File: src/rtl/core/mlp_sgd_backprop_trainer_assert.svh
// Assertion macros for the perceptron trainer.
// Expands to nothing when SYNTHESIS is defined; no other dependencies.
`ifndef MLP_SGD_BACKPROP_TRAINER_ASSERT_SVH
`define MLP_SGD_BACKPROP_TRAINER_ASSERT_SVH
`ifndef SYNTHESIS
`define MLP_ASSERT_IMP(lbl, clk, rst, ante, cons) \
   lbl: assert property (@(posedge clk) disable iff (rst) (ante) |-> (cons)) \
      else $error("mlp assertion failed");
`define MLP_ASSERT_NXT(lbl, clk, rst, ante, cons) \
   lbl: assert property (@(posedge clk) disable iff (rst) (ante) |=> (cons)) \
      else $error("mlp assertion failed");
`else
`define MLP_ASSERT_IMP(lbl, clk, rst, ante, cons)
`define MLP_ASSERT_NXT(lbl, clk, rst, ante, cons)
`endif
`endif

File: src/rtl/core/mlp_pkg.sv
// Shared constants, types and the sigmoid table for the perceptron trainer.
// No dependencies.
`default_nettype none
package mlp_pkg;

   localparam int HIDDEN_NODES = 4;
   localparam int STORE_DEPTH  = 4 * HIDDEN_NODES + 1;
   localparam int ADDR_W       = $clog2(STORE_DEPTH);
   localparam int J_W          = (HIDDEN_NODES > 1) ? $clog2(HIDDEN_NODES) : 1;

   localparam int OFS_IN_B = HIDDEN_NODES;
   localparam int OFS_OUT  = 2 * HIDDEN_NODES;
   localparam int OFS_HB   = 3 * HIDDEN_NODES;
   localparam int OFS_OB   = 4 * HIDDEN_NODES;

   localparam int ACT_W   = 13;
   localparam int W_W     = 20;
   localparam int LR_W    = 13;
   localparam int TYPE_W  = 2;
   localparam int WIDX_W  = 5;
   localparam int ACC_W   = 40;
   localparam int Z_W     = ACC_W - 12 + 1;
   localparam int MA_W    = 32;
   localparam int MB_W    = 21;
   localparam int PROD_W  = MA_W + MB_W;
   localparam int DS_W    = 11;
   localparam int DOUT_W  = 12;
   localparam int DH_W    = 17;
   localparam int SUM_W   = 24;
   localparam int DLR_W   = 32;
   localparam int CSR_AW  = 3;

   localparam logic [ACT_W-1:0] Q_ONE = 13'd4096;
   localparam int W_MAX = 524287;
   localparam int W_MIN = -524288;

   localparam logic [TYPE_W-1:0] REQ_INFER = 2'd0;
   localparam logic [TYPE_W-1:0] REQ_TRAIN = 2'd1;
   localparam logic [TYPE_W-1:0] REQ_WRITE = 2'd2;
   localparam logic [TYPE_W-1:0] REQ_RSVD  = 2'd3;

   localparam logic CSR_LEARN_RATE = 1'b0;

   localparam int SIG_DEPTH = 256;
   localparam int SIG_IDX_W = $clog2(SIG_DEPTH);
   localparam longint unsigned E_INV_Q30 = 64'd395007542;

   typedef enum logic [4:0] {
      ST_IDLE, ST_HID_W0, ST_HID_W1, ST_HID_B, ST_OUT_W, ST_OUT_B,
      ST_DO1, ST_DO2, ST_DH0, ST_DH1, ST_DH2,
      ST_OLR, ST_OB_UPD, ST_OW_UPD,
      ST_HLR, ST_HB_UPD, ST_HWA_UPD, ST_HWB_UPD, ST_DONE
   } state_type;

   typedef enum logic [4:0] {
      OP_NONE, OP_HW0, OP_HW1, OP_HB, OP_OW, OP_OB,
      OP_DO1, OP_DO2, OP_DH0, OP_DH1, OP_DH2,
      OP_LR_O, OP_LR_H, OP_UB, OP_UW_H, OP_UW_A, OP_UW_B
   } op_type;

   typedef logic [ACT_W-1:0] sig_tab_type [SIG_DEPTH];

   // shift-subtract quotient, used only while building the table
   function automatic longint unsigned udiv_f(input longint unsigned num,
                                              input longint unsigned dvs);
      longint unsigned q, r;
      begin
         q = '0;
         r = '0;
         for (int b = 63; b >= 0; b--) begin
            r = {r[62:0], num[b]};
            if (r >= dvs) begin
               r    = r - dvs;
               q[b] = 1'b1;
            end
         end
         return q;
      end
   endfunction

   // sigmoid at Q8.12 point x, via a 13-term series for exp(-frac)
   // and repeated scaling by 1/e for the integer part
   function automatic logic [ACT_W-1:0] sig_point_f(input longint x);
      longint unsigned t, n, f, term, e, den, k, q;
      longint sum;
      begin
         t    = (x < 0) ? longint'(-x) : longint'(x);
         n    = t >> 12;
         f    = t & 64'd4095;
         term = 64'd1 << 30;
         sum  = longint'(64'd1 << 30);
         for (k = 1; k <= 12; k++) begin
            term = udiv_f((term * f) >> 12, k);
            if (k[0]) sum = sum - longint'(term);
            else      sum = sum + longint'(term);
         end
         e = longint'(sum);
         for (k = 0; k < n; k++) e = (e * E_INV_Q30) >> 30;
         den = (64'd1 << 30) + e;
         if (x >= 0) q = udiv_f((64'd4096 << 30) + (den >> 1), den);
         else        q = udiv_f(64'd4096 * e + (den >> 1), den);
         return q[ACT_W-1:0];
      end
   endfunction

   function automatic sig_tab_type sig_table_f();
      sig_tab_type tab;
      begin
         for (int i = 0; i < SIG_DEPTH; i++)
            tab[i] = sig_point_f(-64'sd32768 +
                        longint'(((64'd2 * i + 64'd1) * 64'd32768) >> SIG_IDX_W));
         return tab;
      end
   endfunction

   localparam sig_tab_type SIG_TABLE = sig_table_f();

endpackage
`default_nettype wire

File: src/rtl/core/mlp_if.sv
// Request and response channel interfaces of the perceptron trainer.
// Depends on mlp_pkg for field widths.
`default_nettype none
interface mlp_req_if;
   logic                               valid;
   logic                               ready;
   logic        [mlp_pkg::TYPE_W-1:0]  req_type;
   logic        [mlp_pkg::ACT_W-1:0]   in_a;
   logic        [mlp_pkg::ACT_W-1:0]   in_b;
   logic        [mlp_pkg::ACT_W-1:0]   target;
   logic        [mlp_pkg::WIDX_W-1:0]  weight_index;
   logic signed [mlp_pkg::W_W-1:0]     weight_value;

   modport source(output valid, req_type, in_a, in_b, target, weight_index,
                  weight_value, input ready);
   modport sink(input valid, req_type, in_a, in_b, target, weight_index,
                weight_value, output ready);
endinterface

interface mlp_rsp_if;
   logic                       valid;
   logic                       ready;
   logic [mlp_pkg::ACT_W-1:0]  net_output;
   logic                       saturated;

   modport source(output valid, net_output, saturated, input ready);
   modport sink(input valid, net_output, saturated, output ready);
endinterface
`default_nettype wire

File: src/rtl/core/mlp_sig.sv
// Sigmoid lookup: clamps a pre-activation to -8..8 and reads the table.
// Depends on mlp_pkg.
`default_nettype none
module mlp_sig (
   input  logic signed [mlp_pkg::Z_W-1:0]   z,
   output logic        [mlp_pkg::ACT_W-1:0] act
);
   logic signed [15:0]                  zc;
   logic [15:0]                         zu;
   logic [31:0]                         scaled;
   logic [mlp_pkg::SIG_IDX_W-1:0]       idx;

   always_comb begin
      if (z < -32768)     zc = 16'sh8000;
      else if (z > 32767) zc = 16'sh7fff;
      else                zc = z[15:0];
      zu     = zc ^ 16'h8000;
      scaled = 32'(zu) * 32'(mlp_pkg::SIG_DEPTH);
      idx    = scaled[16 +: mlp_pkg::SIG_IDX_W];
      act    = mlp_pkg::SIG_TABLE[idx];
   end
endmodule
`default_nettype wire

File: src/rtl/core/mlp_sgd_backprop_trainer.sv
// One item at a time: the single shared multiplier is fed from the weight RAM and the
// pipeline drains at each data dependency. A finished result waits in the output
// register while the next item is taken. Reset (synchronous) clears control, the
// weight valid bits (store reads as zero) and learn_rate to 410.
`default_nettype none
`include "mlp_sgd_backprop_trainer_assert.svh"
module mlp_sgd_backprop_trainer (
   input  logic                          clock,
   input  logic                          reset,
   mlp_req_if.sink                       req_bus,
   mlp_rsp_if.source                     rsp_bus,
   input  logic                          csr_psel,
   input  logic                          csr_penable,
   input  logic                          csr_pwrite,
   input  logic [mlp_pkg::CSR_AW-1:0]    csr_paddr,
   input  logic [31:0]                   csr_pwdata,
   output logic [31:0]                   csr_prdata,
   output logic                          csr_pready
);
   localparam int H = mlp_pkg::HIDDEN_NODES;

   mlp_pkg::state_type state_ff, state_in;
   logic [mlp_pkg::J_W-1:0] j_ff, j_in;
   logic j_last, pipe_busy, issue_go, req_acc, rsp_free, res_load;

   mlp_pkg::op_type               iss_op;
   logic [mlp_pkg::ADDR_W-1:0]    iss_addr;
   logic                          iss_bar;

   // item registers
   logic [mlp_pkg::TYPE_W-1:0] type_ff;
   logic [mlp_pkg::ACT_W-1:0]  xa_ff, xb_ff, tgt_ff;
   logic [mlp_pkg::LR_W-1:0]   lr_ff, lr_c;

   // weight RAM
   logic signed [mlp_pkg::W_W-1:0] mem [mlp_pkg::STORE_DEPTH];
   logic [mlp_pkg::STORE_DEPTH-1:0] vld_ff;
   logic signed [mlp_pkg::W_W-1:0] rd_ff, w1;
   logic                           rdv_ff;
   logic                           wr_en;
   logic [mlp_pkg::ADDR_W-1:0]     wr_addr;
   logic signed [mlp_pkg::W_W-1:0] wr_data;

   // pipeline
   logic                           s1_vld_ff, s2_vld_ff;
   mlp_pkg::op_type                s1_op_ff, s2_op_ff;
   logic [mlp_pkg::J_W-1:0]        s1_j_ff, s2_j_ff;
   logic [mlp_pkg::ADDR_W-1:0]     s1_addr_ff, s2_addr_ff;
   logic signed [mlp_pkg::W_W-1:0] s2_w_ff;
   logic signed [mlp_pkg::MA_W-1:0] mul_a;
   logic signed [mlp_pkg::MB_W-1:0] mul_b;
   logic signed [mlp_pkg::PROD_W-1:0] prod_in, prod_ff, prod_sh12, prod_sh24;

   // datapath state
   logic signed [mlp_pkg::ACC_W-1:0]  acc_ff, acc_sh;
   logic [mlp_pkg::ACT_W-1:0]         h_ff [H];
   logic [mlp_pkg::ACT_W-1:0]         out_ff, sig_act;
   logic [mlp_pkg::DS_W-1:0]          dso_ff, dsh_ff;
   logic signed [mlp_pkg::DOUT_W-1:0] dout_ff;
   logic signed [31:0]                tmp_ff;
   logic signed [mlp_pkg::DH_W-1:0]   dhid_ff [H];
   logic signed [mlp_pkg::DLR_W-1:0]  dlr_ff, dlr_sh;
   logic signed [mlp_pkg::ACT_W:0]    err;
   logic signed [mlp_pkg::Z_W-1:0]    z;
   logic signed [mlp_pkg::SUM_W-1:0]  step, wsum;
   logic signed [mlp_pkg::W_W-1:0]    new_w;
   logic                              clip, upd;
   logic                              sat_ff;

   logic                      rsp_vld_ff;
   logic [mlp_pkg::ACT_W-1:0] rsp_out_ff;
   logic                      rsp_sat_ff;

   // ---------------- handshakes and config ----------------
   assign req_bus.ready = (state_ff == mlp_pkg::ST_IDLE);
   assign req_acc       = req_bus.valid && (state_ff == mlp_pkg::ST_IDLE);
   assign rsp_free      = !rsp_vld_ff || rsp_bus.ready;
   assign pipe_busy     = s1_vld_ff || s2_vld_ff;
   assign j_last        = (j_ff == mlp_pkg::J_W'(H - 1));
   assign res_load      = (state_ff == mlp_pkg::ST_DONE) && !pipe_busy && rsp_free;

   assign csr_pready = 1'b1;
   assign csr_prdata = (csr_paddr[2] == mlp_pkg::CSR_LEARN_RATE) ? 32'(lr_ff) : 32'd0;

   always_ff @(posedge clock) begin
      if (reset) begin
         lr_ff <= mlp_pkg::LR_W'(410);
      end else if (csr_psel && csr_penable && csr_pwrite &&
                   csr_paddr[2] == mlp_pkg::CSR_LEARN_RATE) begin
         lr_ff <= csr_pwdata[mlp_pkg::LR_W-1:0];
      end
   end
   assign lr_c = (lr_ff > mlp_pkg::Q_ONE) ? mlp_pkg::Q_ONE : lr_ff;

   // ---------------- sequencer ----------------
   always_comb begin
      state_in = state_ff;
      j_in     = j_ff;
      case (state_ff)
         mlp_pkg::ST_IDLE: begin
            if (req_acc) begin
               j_in = '0;
               if (req_bus.req_type == mlp_pkg::REQ_INFER ||
                   req_bus.req_type == mlp_pkg::REQ_TRAIN) state_in = mlp_pkg::ST_HID_W0;
               else state_in = mlp_pkg::ST_DONE;
            end
         end
         mlp_pkg::ST_HID_W0: if (issue_go) state_in = mlp_pkg::ST_HID_W1;
         mlp_pkg::ST_HID_W1: if (issue_go) state_in = mlp_pkg::ST_HID_B;
         mlp_pkg::ST_HID_B: begin
            if (issue_go) begin
               if (j_last) begin
                  state_in = mlp_pkg::ST_OUT_W;
                  j_in     = '0;
               end else begin
                  state_in = mlp_pkg::ST_HID_W0;
                  j_in     = mlp_pkg::J_W'(j_ff + 1'b1);
               end
            end
         end
         mlp_pkg::ST_OUT_W: begin
            if (issue_go) begin
               if (j_last) state_in = mlp_pkg::ST_OUT_B;
               else j_in = mlp_pkg::J_W'(j_ff + 1'b1);
            end
         end
         mlp_pkg::ST_OUT_B: begin
            if (issue_go) begin
               state_in = (type_ff == mlp_pkg::REQ_TRAIN) ? mlp_pkg::ST_DO1 : mlp_pkg::ST_DONE;
            end
         end
         mlp_pkg::ST_DO1: if (issue_go) state_in = mlp_pkg::ST_DO2;
         mlp_pkg::ST_DO2: begin
            if (issue_go) begin
               state_in = mlp_pkg::ST_DH0;
               j_in     = '0;
            end
         end
         mlp_pkg::ST_DH0: if (issue_go) state_in = mlp_pkg::ST_DH1;
         mlp_pkg::ST_DH1: if (issue_go) state_in = mlp_pkg::ST_DH2;
         mlp_pkg::ST_DH2: begin
            if (issue_go) begin
               if (j_last) begin
                  state_in = mlp_pkg::ST_OLR;
               end else begin
                  state_in = mlp_pkg::ST_DH0;
                  j_in     = mlp_pkg::J_W'(j_ff + 1'b1);
               end
            end
         end
         mlp_pkg::ST_OLR: if (issue_go) state_in = mlp_pkg::ST_OB_UPD;
         mlp_pkg::ST_OB_UPD: begin
            if (issue_go) begin
               state_in = mlp_pkg::ST_OW_UPD;
               j_in     = '0;
            end
         end
         mlp_pkg::ST_OW_UPD: begin
            if (issue_go) begin
               if (j_last) begin
                  state_in = mlp_pkg::ST_HLR;
                  j_in     = '0;
               end else begin
                  j_in = mlp_pkg::J_W'(j_ff + 1'b1);
               end
            end
         end
         mlp_pkg::ST_HLR:     if (issue_go) state_in = mlp_pkg::ST_HB_UPD;
         mlp_pkg::ST_HB_UPD:  if (issue_go) state_in = mlp_pkg::ST_HWA_UPD;
         mlp_pkg::ST_HWA_UPD: if (issue_go) state_in = mlp_pkg::ST_HWB_UPD;
         mlp_pkg::ST_HWB_UPD: begin
            if (issue_go) begin
               if (j_last) begin
                  state_in = mlp_pkg::ST_DONE;
               end else begin
                  state_in = mlp_pkg::ST_HLR;
                  j_in     = mlp_pkg::J_W'(j_ff + 1'b1);
               end
            end
         end
         mlp_pkg::ST_DONE: if (res_load) state_in = mlp_pkg::ST_IDLE;
         default: state_in = mlp_pkg::ST_IDLE;
      endcase
   end

   // op issued per state; a barrier op waits for the pipeline to drain
   always_comb begin
      iss_op   = mlp_pkg::OP_NONE;
      iss_addr = '0;
      iss_bar  = 1'b0;
      case (state_ff)
         mlp_pkg::ST_HID_W0: begin
            iss_op   = mlp_pkg::OP_HW0;
            iss_addr = mlp_pkg::ADDR_W'(j_ff);
         end
         mlp_pkg::ST_HID_W1: begin
            iss_op   = mlp_pkg::OP_HW1;
            iss_addr = mlp_pkg::ADDR_W'(mlp_pkg::OFS_IN_B) + mlp_pkg::ADDR_W'(j_ff);
         end
         mlp_pkg::ST_HID_B: begin
            iss_op   = mlp_pkg::OP_HB;
            iss_addr = mlp_pkg::ADDR_W'(mlp_pkg::OFS_HB) + mlp_pkg::ADDR_W'(j_ff);
         end
         mlp_pkg::ST_OUT_W: begin
            iss_op   = mlp_pkg::OP_OW;
            iss_addr = mlp_pkg::ADDR_W'(mlp_pkg::OFS_OUT) + mlp_pkg::ADDR_W'(j_ff);
            iss_bar  = (j_ff == '0);  // all hidden activations written first
         end
         mlp_pkg::ST_OUT_B: begin
            iss_op   = mlp_pkg::OP_OB;
            iss_addr = mlp_pkg::ADDR_W'(mlp_pkg::OFS_OB);
         end
         mlp_pkg::ST_DO1: begin
            iss_op  = mlp_pkg::OP_DO1;
            iss_bar = 1'b1;
         end
         mlp_pkg::ST_DO2: begin
            iss_op  = mlp_pkg::OP_DO2;
            iss_bar = 1'b1;
         end
         mlp_pkg::ST_DH0: iss_op = mlp_pkg::OP_DH0;
         mlp_pkg::ST_DH1: begin
            iss_op   = mlp_pkg::OP_DH1;
            iss_addr = mlp_pkg::ADDR_W'(mlp_pkg::OFS_OUT) + mlp_pkg::ADDR_W'(j_ff);
         end
         mlp_pkg::ST_DH2: begin
            iss_op  = mlp_pkg::OP_DH2;
            iss_bar = 1'b1;
         end
         mlp_pkg::ST_OLR: begin
            iss_op  = mlp_pkg::OP_LR_O;
            iss_bar = 1'b1;
         end
         mlp_pkg::ST_OB_UPD: begin
            iss_op   = mlp_pkg::OP_UB;
            iss_addr = mlp_pkg::ADDR_W'(mlp_pkg::OFS_OB);
            iss_bar  = 1'b1;
         end
         mlp_pkg::ST_OW_UPD: begin
            iss_op   = mlp_pkg::OP_UW_H;
            iss_addr = mlp_pkg::ADDR_W'(mlp_pkg::OFS_OUT) + mlp_pkg::ADDR_W'(j_ff);
         end
         mlp_pkg::ST_HLR: begin
            iss_op  = mlp_pkg::OP_LR_H;
            iss_bar = 1'b1;
         end
         mlp_pkg::ST_HB_UPD: begin
            iss_op   = mlp_pkg::OP_UB;
            iss_addr = mlp_pkg::ADDR_W'(mlp_pkg::OFS_HB) + mlp_pkg::ADDR_W'(j_ff);
            iss_bar  = 1'b1;
         end
         mlp_pkg::ST_HWA_UPD: begin
            iss_op   = mlp_pkg::OP_UW_A;
            iss_addr = mlp_pkg::ADDR_W'(j_ff);
         end
         mlp_pkg::ST_HWB_UPD: begin
            iss_op   = mlp_pkg::OP_UW_B;
            iss_addr = mlp_pkg::ADDR_W'(mlp_pkg::OFS_IN_B) + mlp_pkg::ADDR_W'(j_ff);
         end
         default: ;
      endcase
   end

   assign issue_go = (iss_op != mlp_pkg::OP_NONE) && !(iss_bar && pipe_busy);

   always_ff @(posedge clock) begin
      if (reset) begin
         state_ff  <= mlp_pkg::ST_IDLE;
         j_ff      <= '0;
         s1_vld_ff <= 1'b0;
         s2_vld_ff <= 1'b0;
      end else begin
         state_ff  <= state_in;
         j_ff      <= j_in;
         s1_vld_ff <= issue_go;
         s2_vld_ff <= s1_vld_ff;
      end
   end

   always_ff @(posedge clock) begin
      if (req_acc) begin
         type_ff <= req_bus.req_type;
         xa_ff   <= (req_bus.in_a > mlp_pkg::Q_ONE) ? mlp_pkg::Q_ONE : req_bus.in_a;
         xb_ff   <= (req_bus.in_b > mlp_pkg::Q_ONE) ? mlp_pkg::Q_ONE : req_bus.in_b;
         tgt_ff  <= (req_bus.target > mlp_pkg::Q_ONE) ? mlp_pkg::Q_ONE : req_bus.target;
      end
   end

   // ---------------- weight RAM ----------------
   always_comb begin
      upd = s2_vld_ff && (s2_op_ff == mlp_pkg::OP_UB || s2_op_ff == mlp_pkg::OP_UW_H ||
                          s2_op_ff == mlp_pkg::OP_UW_A || s2_op_ff == mlp_pkg::OP_UW_B);
      if (upd) begin
         wr_en   = 1'b1;
         wr_addr = s2_addr_ff;
         wr_data = new_w;
      end else begin
         wr_en   = req_acc && (req_bus.req_type == mlp_pkg::REQ_WRITE) &&
                   (32'(req_bus.weight_index) < mlp_pkg::STORE_DEPTH);
         wr_addr = mlp_pkg::ADDR_W'(req_bus.weight_index);
         wr_data = req_bus.weight_value;
      end
   end

   always_ff @(posedge clock) begin
      if (wr_en) mem[wr_addr] <= wr_data;
      rd_ff <= mem[iss_addr];
   end

   // entries never written read as zero
   always_ff @(posedge clock) begin
      if (reset) begin
         vld_ff <= '0;
         rdv_ff <= 1'b0;
      end else begin
         if (wr_en) vld_ff[wr_addr] <= 1'b1;
         rdv_ff <= vld_ff[iss_addr];
      end
   end
   assign w1 = rdv_ff ? rd_ff : '0;

   // ---------------- stage 1: shared multiplier ----------------
   assign err = $signed({1'b0, tgt_ff}) - $signed({1'b0, out_ff});

   always_comb begin
      mul_a = '0;
      mul_b = '0;
      case (s1_op_ff)
         mlp_pkg::OP_HW0: begin
            mul_a = mlp_pkg::MA_W'(xa_ff);
            mul_b = mlp_pkg::MB_W'(w1);
         end
         mlp_pkg::OP_HW1: begin
            mul_a = mlp_pkg::MA_W'(xb_ff);
            mul_b = mlp_pkg::MB_W'(w1);
         end
         mlp_pkg::OP_OW: begin
            mul_a = mlp_pkg::MA_W'(h_ff[s1_j_ff]);
            mul_b = mlp_pkg::MB_W'(w1);
         end
         mlp_pkg::OP_DO1: begin
            mul_a = mlp_pkg::MA_W'(out_ff);
            mul_b = mlp_pkg::MB_W'(mlp_pkg::Q_ONE - out_ff);
         end
         mlp_pkg::OP_DO2: begin
            mul_a = mlp_pkg::MA_W'(err);
            mul_b = mlp_pkg::MB_W'(dso_ff);
         end
         mlp_pkg::OP_DH0: begin
            mul_a = mlp_pkg::MA_W'(h_ff[s1_j_ff]);
            mul_b = mlp_pkg::MB_W'(mlp_pkg::Q_ONE - h_ff[s1_j_ff]);
         end
         mlp_pkg::OP_DH1: begin
            mul_a = mlp_pkg::MA_W'(dout_ff);
            mul_b = mlp_pkg::MB_W'(w1);
         end
         mlp_pkg::OP_DH2: begin
            mul_a = tmp_ff;
            mul_b = mlp_pkg::MB_W'(dsh_ff);
         end
         mlp_pkg::OP_LR_O: begin
            mul_a = mlp_pkg::MA_W'(dout_ff);
            mul_b = mlp_pkg::MB_W'(lr_c);
         end
         mlp_pkg::OP_LR_H: begin
            mul_a = mlp_pkg::MA_W'(dhid_ff[s1_j_ff]);
            mul_b = mlp_pkg::MB_W'(lr_c);
         end
         mlp_pkg::OP_UW_H: begin
            mul_a = dlr_ff;
            mul_b = mlp_pkg::MB_W'(h_ff[s1_j_ff]);
         end
         mlp_pkg::OP_UW_A: begin
            mul_a = dlr_ff;
            mul_b = mlp_pkg::MB_W'(xa_ff);
         end
         mlp_pkg::OP_UW_B: begin
            mul_a = dlr_ff;
            mul_b = mlp_pkg::MB_W'(xb_ff);
         end
         default: ;
      endcase
   end

   assign prod_in = mlp_pkg::PROD_W'(mul_a) * mlp_pkg::PROD_W'(mul_b);

   always_ff @(posedge clock) begin
      s1_op_ff   <= iss_op;
      s1_j_ff    <= j_ff;
      s1_addr_ff <= iss_addr;
      s2_op_ff   <= s1_op_ff;
      s2_j_ff    <= s1_j_ff;
      s2_addr_ff <= s1_addr_ff;
      s2_w_ff    <= w1;
      prod_ff    <= prod_in;
   end

   // ---------------- stage 2: accumulate, activate, update ----------------
   assign acc_sh    = acc_ff >>> 12;
   assign z         = acc_sh[mlp_pkg::Z_W-1:0] + mlp_pkg::Z_W'(s2_w_ff);
   assign prod_sh12 = prod_ff >>> 12;
   assign prod_sh24 = prod_ff >>> 24;
   assign dlr_sh    = dlr_ff >>> 12;

   mlp_sig u_sig (
      .z   (z),
      .act (sig_act)
   );

   always_comb begin
      step  = (s2_op_ff == mlp_pkg::OP_UB) ? dlr_sh[mlp_pkg::SUM_W-1:0]
                                           : prod_sh24[mlp_pkg::SUM_W-1:0];
      wsum  = mlp_pkg::SUM_W'(s2_w_ff) + step;
      clip  = 1'b0;
      new_w = wsum[mlp_pkg::W_W-1:0];
      if (wsum > mlp_pkg::W_MAX) begin
         new_w = mlp_pkg::W_W'(mlp_pkg::W_MAX);
         clip  = 1'b1;
      end else if (wsum < mlp_pkg::W_MIN) begin
         new_w = mlp_pkg::W_W'(mlp_pkg::W_MIN);
         clip  = 1'b1;
      end
   end

   always_ff @(posedge clock) begin
      if (s2_vld_ff) begin
         case (s2_op_ff)
            mlp_pkg::OP_HW0: acc_ff <= prod_ff[mlp_pkg::ACC_W-1:0];
            mlp_pkg::OP_HW1: acc_ff <= acc_ff + prod_ff[mlp_pkg::ACC_W-1:0];
            mlp_pkg::OP_OW: begin
               if (s2_j_ff == '0) acc_ff <= prod_ff[mlp_pkg::ACC_W-1:0];
               else acc_ff <= acc_ff + prod_ff[mlp_pkg::ACC_W-1:0];
            end
            mlp_pkg::OP_HB:   h_ff[s2_j_ff] <= sig_act;
            mlp_pkg::OP_OB:   out_ff <= sig_act;
            mlp_pkg::OP_DO1:  dso_ff <= prod_ff[12 +: mlp_pkg::DS_W];
            mlp_pkg::OP_DO2:  dout_ff <= prod_sh12[mlp_pkg::DOUT_W-1:0];
            mlp_pkg::OP_DH0:  dsh_ff <= prod_ff[12 +: mlp_pkg::DS_W];
            mlp_pkg::OP_DH1:  tmp_ff <= prod_ff[31:0];
            mlp_pkg::OP_DH2:  dhid_ff[s2_j_ff] <= prod_sh24[mlp_pkg::DH_W-1:0];
            mlp_pkg::OP_LR_O: dlr_ff <= prod_ff[mlp_pkg::DLR_W-1:0];
            mlp_pkg::OP_LR_H: dlr_ff <= prod_ff[mlp_pkg::DLR_W-1:0];
            default: ;
         endcase
      end
   end

   always_ff @(posedge clock) begin
      if (reset) begin
         sat_ff <= 1'b0;
      end else if (req_acc) begin
         sat_ff <= 1'b0;
      end else if (upd && clip) begin
         sat_ff <= 1'b1;
      end
   end

   // ---------------- result register ----------------
   always_ff @(posedge clock) begin
      if (reset) begin
         rsp_vld_ff <= 1'b0;
      end else if (res_load) begin
         rsp_vld_ff <= 1'b1;
      end else if (rsp_bus.ready) begin
         rsp_vld_ff <= 1'b0;
      end
   end

   always_ff @(posedge clock) begin
      if (res_load) begin
         rsp_out_ff <= (type_ff == mlp_pkg::REQ_INFER || type_ff == mlp_pkg::REQ_TRAIN)
                       ? out_ff : '0;
         rsp_sat_ff <= (type_ff == mlp_pkg::REQ_TRAIN) && sat_ff;
      end
   end

   assign rsp_bus.valid      = rsp_vld_ff;
   assign rsp_bus.net_output = rsp_out_ff;
   assign rsp_bus.saturated  = rsp_sat_ff;

   // ---------------- assertions ----------------
   `MLP_ASSERT_IMP(a_idle_drained, clock, reset, state_ff == mlp_pkg::ST_IDLE, !pipe_busy)
   `MLP_ASSERT_IMP(a_upd_not_on_accept, clock, reset, upd, !req_acc)
   `MLP_ASSERT_NXT(a_accept_leaves_idle, clock, reset, req_acc, state_ff != mlp_pkg::ST_IDLE)
   `MLP_ASSERT_IMP(a_load_only_drained, clock, reset, res_load, !s1_vld_ff && !s2_vld_ff)

endmodule
`default_nettype wire

File: src/flat_wrapper.sv
// flat-port wrapper written by rule: the top's interface ports become plain ports
module mlp_sgd_backprop_trainer_flat 
  (clock, reset, csr_psel, csr_penable, csr_pwrite, csr_paddr, csr_pwdata, csr_prdata, csr_pready, req_bus_valid, req_bus_req_type, req_bus_in_a, req_bus_in_b, req_bus_target, req_bus_weight_index, req_bus_weight_value, req_bus_ready, rsp_bus_valid, rsp_bus_net_output, rsp_bus_saturated, rsp_bus_ready);
  mlp_req_if req_bus_i ();
  mlp_rsp_if rsp_bus_i ();
  input  logic clock;
  input  logic reset;
  input  logic csr_psel;
  input  logic csr_penable;
  input  logic csr_pwrite;
  input  logic [mlp_pkg::CSR_AW-1:0] csr_paddr;
  input  logic [31:0] csr_pwdata;
  output logic [31:0] csr_prdata;
  output logic csr_pready;
  input wire logic [$bits(req_bus_i.valid)-1:0] req_bus_valid;
  input wire logic [$bits(req_bus_i.req_type)-1:0] req_bus_req_type;
  input wire logic [$bits(req_bus_i.in_a)-1:0] req_bus_in_a;
  input wire logic [$bits(req_bus_i.in_b)-1:0] req_bus_in_b;
  input wire logic [$bits(req_bus_i.target)-1:0] req_bus_target;
  input wire logic [$bits(req_bus_i.weight_index)-1:0] req_bus_weight_index;
  input wire logic [$bits(req_bus_i.weight_value)-1:0] req_bus_weight_value;
  output wire logic [$bits(req_bus_i.ready)-1:0] req_bus_ready;
  output wire logic [$bits(rsp_bus_i.valid)-1:0] rsp_bus_valid;
  output wire logic [$bits(rsp_bus_i.net_output)-1:0] rsp_bus_net_output;
  output wire logic [$bits(rsp_bus_i.saturated)-1:0] rsp_bus_saturated;
  input wire logic [$bits(rsp_bus_i.ready)-1:0] rsp_bus_ready;
  assign req_bus_i.valid = req_bus_valid;
  assign req_bus_i.req_type = req_bus_req_type;
  assign req_bus_i.in_a = req_bus_in_a;
  assign req_bus_i.in_b = req_bus_in_b;
  assign req_bus_i.target = req_bus_target;
  assign req_bus_i.weight_index = req_bus_weight_index;
  assign req_bus_i.weight_value = req_bus_weight_value;
  assign req_bus_ready = req_bus_i.ready;
  assign rsp_bus_valid = rsp_bus_i.valid;
  assign rsp_bus_net_output = rsp_bus_i.net_output;
  assign rsp_bus_saturated = rsp_bus_i.saturated;
  assign rsp_bus_i.ready = rsp_bus_ready;
  mlp_sgd_backprop_trainer u_core (.clock(clock), .reset(reset), .req_bus(req_bus_i), .rsp_bus(rsp_bus_i), .csr_psel(csr_psel), .csr_penable(csr_penable), .csr_pwrite(csr_pwrite), .csr_paddr(csr_paddr), .csr_pwdata(csr_pwdata), .csr_prdata(csr_prdata), .csr_pready(csr_pready));
endmodule
File: config.mk
export PLATFORM = sky130hd
export DESIGN_NAME = mlp_sgd_backprop_trainer_flat
export DESIGN_NICKNAME = d
export VERILOG_FILES = /design/src/rtl/core/mlp_pkg.sv /design/src/rtl/core/mlp_if.sv /design/src/rtl/core/mlp_sig.sv /design/src/rtl/core/mlp_sgd_backprop_trainer.sv /design/src/flat_wrapper.sv
export VERILOG_INCLUDE_DIRS = /design/src /design/src/rtl/core
export SDC_FILE = /design/constraint.sdc
export NUM_CORES = 2
export LEC_CHECK = 0
export ABC_AREA = 1
export BUFFER_PORTS_ARGS = -buffer_cell sky130_fd_sc_hd__buf_4
export CAP_MARGIN = 15
export CORE_UTILIZATION = 57
export CTS_CLUSTER_DIAMETER = 200
export DETAILED_ROUTE_END_ITERATION = 7
export PLACE_DENSITY_LB_ADDON = 0.08
export SKIP_CTS_REPAIR_TIMING = 1
export SYNTH_ARGS = -nofsm -noshare
export SYNTH_HDL_FRONTEND = slang
export SYNTH_SLANG_ARGS = --single-unit
File: constraint.sdc
create_clock -name clock -period 18.2 [get_ports clock]
set_input_delay 0.91 -clock clock [delete_from_list [all_inputs] [get_ports clock]]
set_output_delay 0.91 -clock clock [all_outputs]
set_load 0.05 [all_outputs]
==> qor.yml <==
worst-path-max-fanout: 24
setup_tns_ps: 0
met1_usage_pct: 49.8
ir_drop_uv: 99.2
timing.fmax_ghz: 0.0823
post-synth-top-count-cell: "nand2_1"
critical_path_arrival_ps: 12710
yosys.area.top_type: "edfxtp_1"
syn2layout_area_growth_pct: 8.28
drive_gt1_share_pct: 6.96
grt_use_total_pct: 34.8
wl_mm: 191
fin_crit_sh_pct: 66.8
post_drt_wl_per_cell_um: 22.5
cap_violations: 0
cp-end-kind: "flip-flop"
synth_cells: 7005
grt_max_degree: 100
clkTransAtPathRegs_ps: 70
relSlewSlack_pct: 19.1
critPathSlowestCell: "clkinv_1"
ys_seq_area_share_pct: 36.7
clk_latency_ps: 670
grt_overflow: 0
ant_nets: 0
clkSinkCount: 814
cp.required_ps: 18750
synthesis.area_mm2: 0.0623
final-setup-viol-count: 0
dp_hpwl_mm: 142
ioPinCount: 157
tightest_slew_ps: 1210
grt.busiest_layer: "met2"
io_buffers: 114
die_h_um: 333
synth_area_per_cell_um2: 8.90
drcViolationCount: 0
post-place-ws_ps: 6260
finalClockSkew_ps: 51.2
cts_buffers: 82
async_flop_share_pct: 0
yosysWarnings: 0
dr.pass1.iters: 6
dieWidth_um: 333
hp-class: "reg -> reg"
post_drt_via_cell_ratio: 5.81
p_leak_nw: 30.5
htree_num_levels: 3
antenna_found_initial: 5
met2_usage_pct: 55.0
synth.top_cell.area_share_pct: 31.8
cpPeakStageDelay_ps: 1060
maxSlewViolCount: 0
synth_ff_type: "edfxtp_1"
grt_pass1_wl_mm: 291
cts_tree: "built"
grt_setup_unrepaired: "no"
synth_commonest_cells: "nand2_1, inv_1, nor2_1"
status: "finished, final reports clean"
critPathLaunchType: "flip-flop"
dieArea_mm2: 0.111
rows: 120
clock_path_buffers: 3
vias: 49500
p_total_mw: 9.61
synth-edff-count: 660
final_util_pct: 62.6
placed_area_mm2: 0.0647
cts_root_buffer: "clkbuf_16"
yosys.cell_types.count: 68
worstSetupPathType: "reg -> reg"
final_nets: 8027
final-hold-violation-count: 0
grt_pass1_vias: 48300
drtIter0Drc: 5304
core_area_mm2: 0.108
powerDensity_mw_per_mm2: 142
worst_slack_ps: 6040
design_area_mm2: 0.0675
layout_min_cycle_time_ps: 12160
ys_ff_latch: 814
yosys-top-cells-area: "edfxtp_1, fa_1, nand2_1"
start_util_pct: 57.8
use_met3_pct: 5.01
gp_congestion: 0.971
-- critical path, delay by kind of cell, from the launching register on --
kind	cells	cell delay (ps)
buf+inv	8	2670
compound gates	13	3590
fa+ha+maj	8	3650
flops	1	310
simple gates	10	1820
-- layout make-up --
class	count	area, um2
antenna	1	2.50
clock buffer	111	2300
clock inverter	43	470
fill	9334	40300
inverter	1353	5080
multi-input combinational	4569	33300
sequential	814	22900
tap	1403	1760
timing repair buffer	226	1700
-- metrics by stage --
step	std cells	hold WS [ps]
5_1_grt	8519	348
3_3_place_gp	8355	310
2_1_floorplan	7024	310
4_1_cts	8509	328
6_report	8520	327
3_5_place_dp	8355	314
-- metal layers --
| layer | vias to the layer above | share of wire [%] |
|---|---|---|
| met4 | 4 | 3.3 |
| met2 | 2299 | 46 |
| met3 | 365 | 8.8 |
| met1 | 24300 | 42 |
| met5 | - | 0.014 |
| li1 | 22500 | - |
-- cells by family after synthesis --
| logic type | synth area share, % |
|---|---|
| simple gates | 16.5 |
| buf+inv | 10.3 |
| compound gates | 10.2 |
| fa+ha+maj | 25.0 |
| flops | 36.7 |
| xor+xnor | 1.28 |
| other cells | 0.0120 |
-- placed cells by master, fill, tap and decap left out, types with 13 or more instances in the layout --
cell type  count
nand3_1      231
o221ai_1      49
inv_1       1318
fa_1         624
xnor2_1       36
nand2_1     1420
ha_1         249
nor4_1        13
a31oi_1       33
a21oi_1      300
nor3_1        25
nand4_1       43
conb_1        21
clkbuf_16     83
clkinv_2      16
nand2_2       16
o2111ai_1     14
nor2_2        32
a221oi_1      31
inv_2         26
o211ai_1      73
nor2_1       678
clkinv_1      14
o21ai_0      383
buf_4        226
edfxtp_1     660
clkbuf_1      16
dfxtp_1      153
o22ai_1       68
xor2_1        53
a21o_1        14
-- path summary, 6_finish.rpt --
check / slack, ps / from / to / cells after the start
min reg2reg: 330 / u_core.s1_addr_ff[3] / u_core.s2_addr_ff[3] / 0
max: 6040 / u_core.s1_j_ff[1] / u_core.prod_ff[47] / 39
min: 330 / u_core.s1_addr_ff[3] / u_core.s2_addr_ff[3] / 0
max reg2reg: 6040 / u_core.s1_j_ff[1] / u_core.prod_ff[47] / 39
-- state kept, by name, indices dropped and copies added (netlist names), 17 cells and up --
name	flops
u_core.acc_ff	40
u_core.dhid_ff	68
u_core.dlr_ff	32
u_core.h_ff	48
u_core.mem	340
u_core.prod_ff	48
u_core.rd_ff	20
u_core.s2_w_ff	20
u_core.tmp_ff	32
u_core.vld_ff	17
-- power breakdown --
group | total (mW) | internal (mW) | switching [mW]
clock | 1.73 | 0.963 | 0.762
combinational | 5.39 | 1.54 | 3.85
sequential | 2.49 | 2.31 | 0.174
total | 9.61 | 4.82 | 4.79
(Power assumes the default switching activity.)
